`src/hdl/cnms_pkg.sv`:
```
// Shared types and constants for the corner non-maximum suppression block.
// No dependencies; every other file of the block but cnms_ram imports this package.
package cnms_pkg;

   localparam int SAMPLE_W = 32;
   localparam int SIZE_W = 11;
   localparam int COORD_W = 10;
   localparam int CALC_W = 14;
   localparam int LINES = 4;
   localparam int WIN = 5;

   localparam int DEF_MAX_WIDTH = 1024;
   localparam int DEF_MAX_HEIGHT = 1024;

   localparam int MIN_SIZE = 11;
   localparam logic [SIZE_W-1:0] RST_WIDTH = 11'd640;
   localparam logic [SIZE_W-1:0] RST_HEIGHT = 11'd480;

   localparam int WIDE_LO = 7;
   localparam int WIDE_HI_X = 4;
   localparam int WIDE_HI_Y = 4;
   localparam int NARROW_LO_X = 6;
   localparam int NARROW_LO_Y = 5;
   localparam int NARROW_HI_X = 3;
   localparam int NARROW_HI_Y = 4;
   localparam int CENTER_LAG_X = 2;
   localparam int WIDE_LAG_Y = 2;
   localparam int NARROW_LAG_Y = 1;

   localparam logic [1:0] REG_WIDTH = 2'd0;
   localparam logic [1:0] REG_HEIGHT = 2'd1;
   localparam logic [1:0] REG_THRESHOLD = 2'd2;
   localparam logic [1:0] REG_WIDE = 2'd3;

   typedef logic signed [SAMPLE_W-1:0] sample_type;
   typedef sample_type [WIN-1:0] column_type;
   typedef sample_type [LINES-1:0] line_word_type;

   typedef struct packed {
      logic shift;
      logic wide;
   } win_ctrl_type;

   typedef struct packed {
      logic range_ok;
      logic fend;
      logic [COORD_W-1:0] cx;
      logic [COORD_W-1:0] cy;
   } meta_type;

endpackage

```
`src/hdl/cnms_window.sv`:
```
// 5x5 window of strength samples and the peak test on its centre (wide mode) or on row 3, column 2 (narrow mode).
// Depends on cnms_pkg.
module cnms_window
   import cnms_pkg::*;
(
   input  logic         clock,
   input  win_ctrl_type ctrl,
   input  column_type   new_col,
   input  sample_type   threshold,
   output logic         peak,
   output sample_type   centre
);

   sample_type win_ff [WIN][WIN];
   sample_type win_in [WIN][WIN];

   always_comb begin
      for (int r = 0; r < WIN; r++) begin
         for (int k = 0; k < WIN - 1; k++) begin
            win_in[r][k] = win_ff[r][k+1];
         end
         win_in[r][WIN-1] = new_col[r];
      end
   end

   always_ff @(posedge clock) begin
      if (ctrl.shift) begin
         win_ff <= win_in;
      end
   end

   always_comb begin
      logic all_gt;
      logic skip;
      all_gt = 1'b1;
      centre = ctrl.wide ? win_ff[2][2] : win_ff[3][2];
      for (int r = 0; r < WIN; r++) begin
         for (int k = 0; k < WIN; k++) begin
            skip = (ctrl.wide && r == 2 && k == 2) || (!ctrl.wide && r == 3 && k == 2)
                   || (!ctrl.wide && r < 2);
            if (!skip && !($signed(centre) > $signed(win_ff[r][k]))) begin
               all_gt = 1'b0;
            end
         end
      end
      peak = all_gt && ($signed(centre) >= $signed(threshold));
   end

endmodule

```
`config.mk`:
```
export PLATFORM = sky130hd
export DESIGN_NAME = cnms_window
export DESIGN_NICKNAME = d
export VERILOG_FILES = /design/src/hdl/cnms_pkg.sv /design/src/hdl/cnms_window.sv
export SDC_FILE = /design/constraint.sdc
export NUM_CORES = 2
export LEC_CHECK = 0
export ABC_CLOCK_PERIOD_IN_PS = 9400
export BUFFER_PORTS_ARGS = -buffer_cell sky130_fd_sc_hd__buf_2
export CAP_MARGIN = 20
export CORE_MARGIN = 1.5
export CORE_UTILIZATION = 50
export CTS_CLUSTER_SIZE = 16
export DETAILED_ROUTE_END_ITERATION = 8
export PLACE_DENSITY = 0.67
export SLEW_MARGIN = 25
export SYNTH_ARGS = -nofsm -noshare
export SYNTH_HDL_FRONTEND = slang
export SYNTH_SLANG_ARGS = --single-unit
```
`constraint.sdc`:
```
create_clock -name clock -period 9.4 [get_ports clock]
set_input_delay 1.88 -clock clock [delete_from_list [all_inputs] [get_ports clock]]
set_output_delay 1.88 -clock clock [all_outputs]
set_load 0.05 [all_outputs]
```
==> impl_metrics.json <==
{
  "io_buffers": 227,
  "cts_tree": "yes",
  "syn_nets": 4831,
  "tns_ps": 0,
  "worstSetupPathType": "in2out",
  "path_delay_family": "simple AND/OR/NAND/NOR gates",
  "antenna_found_initial": 2,
  "cts_buffers": 88,
  "utilization_pct": 57.30,
  "synth_ff_type": "edfxtp_1",
  "hold_class": "reg2reg",
  "largest_reg_flops": 800,
  "place_area_sq_um": 48610,
  "peakVddDrop_uv": 164.9,
  "synth_fa_ha_area_share_pct": 23.00,
  "synth_area_sq_um": 45260,
  "cp-start-kind": "input pin",
  "die_x_um": 303.9,
  "cp.arrival_ps": 6850,
  "die_y_um": 303.9,
  "final_cells": 5407,
  "grt_pass1_vias": 30521,
  "ys_ff_latch": 800,
  "grt_first_pass_wirelength_mm": 168.7,
  "cts_setup_buffers": 0,
  "power.switching_w": 0.002513,
  "grt.total_usage_pct": 23.82,
  "synth-edff-count": 800,
  "r2r_start": "win_ff[224]",
  "grt.overflow.total": 0,
  "yosys-top-cells-area": "edfxtp_1 (53%), ha_1 (23%), inv_1 (6.9%), a21oi_1 (3.4%), nand4_1 (2.5%)",
  "syn-instance-count": 3804,
  "dp.cells": 5248,
  "seq_power_share_pct": 46.7,
  "power_leakage_nw": 24.04,
  "synthSimpleGateAreaFrac_pct": 7.572,
  "routedWlPerCell_um": 20.27,
  "clockPowerShare_pct": 37.4,
  "io_pins": 228,
  "hold_viol_final": 0,
  "synth_xor_area_share_pct": 0.01935,
  "finalSetupViolCount": 0,
  "post-synth-top-area-cell": "edfxtp_1",
  "synth_cell_types": 70,
  "postLayoutCellArea_sq_um": 51500,
  "synth_top_family_by_area": "adder cells",
  "nNetsFinal": 5189,
  "wl_mm": 109.6,
  "combPwrFrac_pct": 15.9,
  "antennaDiodeCount": 0,
  "worst_slew_pin_slew_ps": 1110,
  "synthArstFlopShare_pct": 0,
  "slowest_stage": "nor4_2",
  "drc": 0,
  "ys_seq_area_share_pct": 53.08,
  "area_delta_synth_final_pct": 13.78,
  "worst-path-buf-inv": 2,
  "max_slew_margin_pct": 25.32,
  "clock-skew-final_ps": 27.47,
  "cts_resized": 0,
  "nFillCells": 7515,
  "layout-drive-gt1-share_pct": 10.85,
  "reg_top3": "win_ff x800",
  "hold_ws_ps": 438.4,
  "crit_chain": "buf_4 -> o21ai_2 -> ha_1 -> nand4_1 -> nor4_2 -> o311ai_0 -> nand3_1 -> nor4_1 -> a221o_1 -> or4_1 -> a21oi_1 -> buf_2",
  "path_clk_slew_ps": 60,
  "drtPass1Iterations": 6,
  "vias": 29933,
  "drt-initial-drc-count": 2072,
  "cp-startpoint": "ctrl[0]",
  "final_common_cell": "inv_1",
  "min_period_ps": 8734,
  "largest-register": "win_ff",
  "synth.avg_cell_area_sq_um": 11.90,
  "intPower_w": 0.006815,
  "clockRootBuffer": "clkbuf_16",
  "htree_levels": 3,
  "maxCapViolations": 0,
  "synth_mux_area_share_pct": 0.09676,
  "cp_slowest_stage_delay_ps": 770,
  "rows": 110,
  "p_per_area_nw_per_um2": 181.1,
  "critPathRequiredTime_ps": 7520,
  "start_util_pct": 50.36,
  "end_kind": "output port",
  "clock-sinks": 800,
  "fin_crit_sh_pct": 92.92,
  "crit_fanout": 33,
  "layout_common_cells": "inv_1 (833), ha_1 (832), edfxtp_1 (800), a21oi_1 (306), buf_2 (225)",
  "avgViaCountPerCell": 5.536,
  "core_region_area_sq_um": 89870,
  "grt_max_degree": 184,
  "hold_path.startpoint": "win_ff[435]",
  "dpl.hpwl_mm": 84.62,
  "cts_hold_buffers": 0,
  "slew_viol_final": 0,
  "clock_latency_ps": 660,
  "cts.path.max_buffers": 3,
  "die_area_sq_um": 92330,
  "postRouteAntennaNets": 0,
  "gp_congestion": 0.9174,
  "rsz0062_at_grt": "no",
  "switching_share_pct": 26.94,
  "status": "finished, final reports clean",
  "fmax_ghz": 0.1145,
  "synth_top_area_share_pct": 53.08,
  "synth-compound-area-share_pct": 9.267,
  "ys_warn_count": 0
}
layout make-up:
type                            count  area, sq um  share of cell area, %
Inverter                          833         3127                  6.072
Multi-Input combinational cell   2164        18430                  35.80
Clock buffer                       99         2243                  4.356
Tap cell                         1176         1471                  2.857
Timing Repair Buffer              275         1563                  3.035
Sequential cell                   800        24020                  46.65
Clock inverter                     60        635.6                  1.234
power by group through the flow:
stage | registers, W | logic [W] | clock network, W
2_1_floorplan | 0.00434 | 0.000946 | 0
3_3_place_gp | 0.00442 | 0.00143 | 0
3_5_place_dp | 0.00443 | 0.00148 | 0
4_1_cts | 0.00435 | 0.00149 | 0.00356
5_1_grt | 0.00438 | 0.00169 | 0.00368
6_report | 0.00436 | 0.00148 | 0.00349
layer usage:
metal  global-route usage, %  up-vias  part of all wire, %
met5                       0        -                0.015
met4                   11.04        2                  4.9
met3                   3.155      245                  4.1
met2                   41.58      716                   49
met1                   29.35    14359                   42
li1                        -    14611                    -
Yosys cell counts (all sizes together) (4+ instances only):
master	count
inv	833
ha	832
edfxtp	800
a21oi	306
nand4	181
nand2	161
o21ai	114
a21o	83
nand3	83
nor2	75
nor4	34
nor2b	31
o211ai	30
a211oi	26
nor3	23
a2111oi	15
and4	15
a221oi	13
a21boi	11
a221o	9
a31oi	9
nand2b	9
a211o	8
o2111ai	7
o21a	7
o21bai	7
or4	7
a2111o	6
clkbuf	6
or3	6
nand3b	4
o31ai	4
through the flow:
step	setup WS, ps	power, W
6_report	665.8	0.009328
5_1_grt	559.9	0.009748
4_1_cts	718.9	0.009404
3_5_place_dp	744.0	0.005905
3_3_place_gp	492.3	0.005845
2_1_floorplan	522.7	0.005289
final timing paths:
check	end	slack, ps	depth (start not counted)
worst max-delay path	peak	670	12
worst min-delay path	win_ff[467]	440	0
worst max register to register	win_ff[256]	8560	0
worst min register to register	win_ff[467]	440	0
logic make-up (layout without fill, tap and decap cells):
family,count (synthesis),count (layout)
buffers and inverters,840,1267
adders and majority gates,832,832
DFF,800,800
AOI/OAI and AO/OA,682,682
and+or+nand+nor,645,645
muxes,4,4
xor gates and xnor gates,1,1
(Power assumes the default switching activity.)
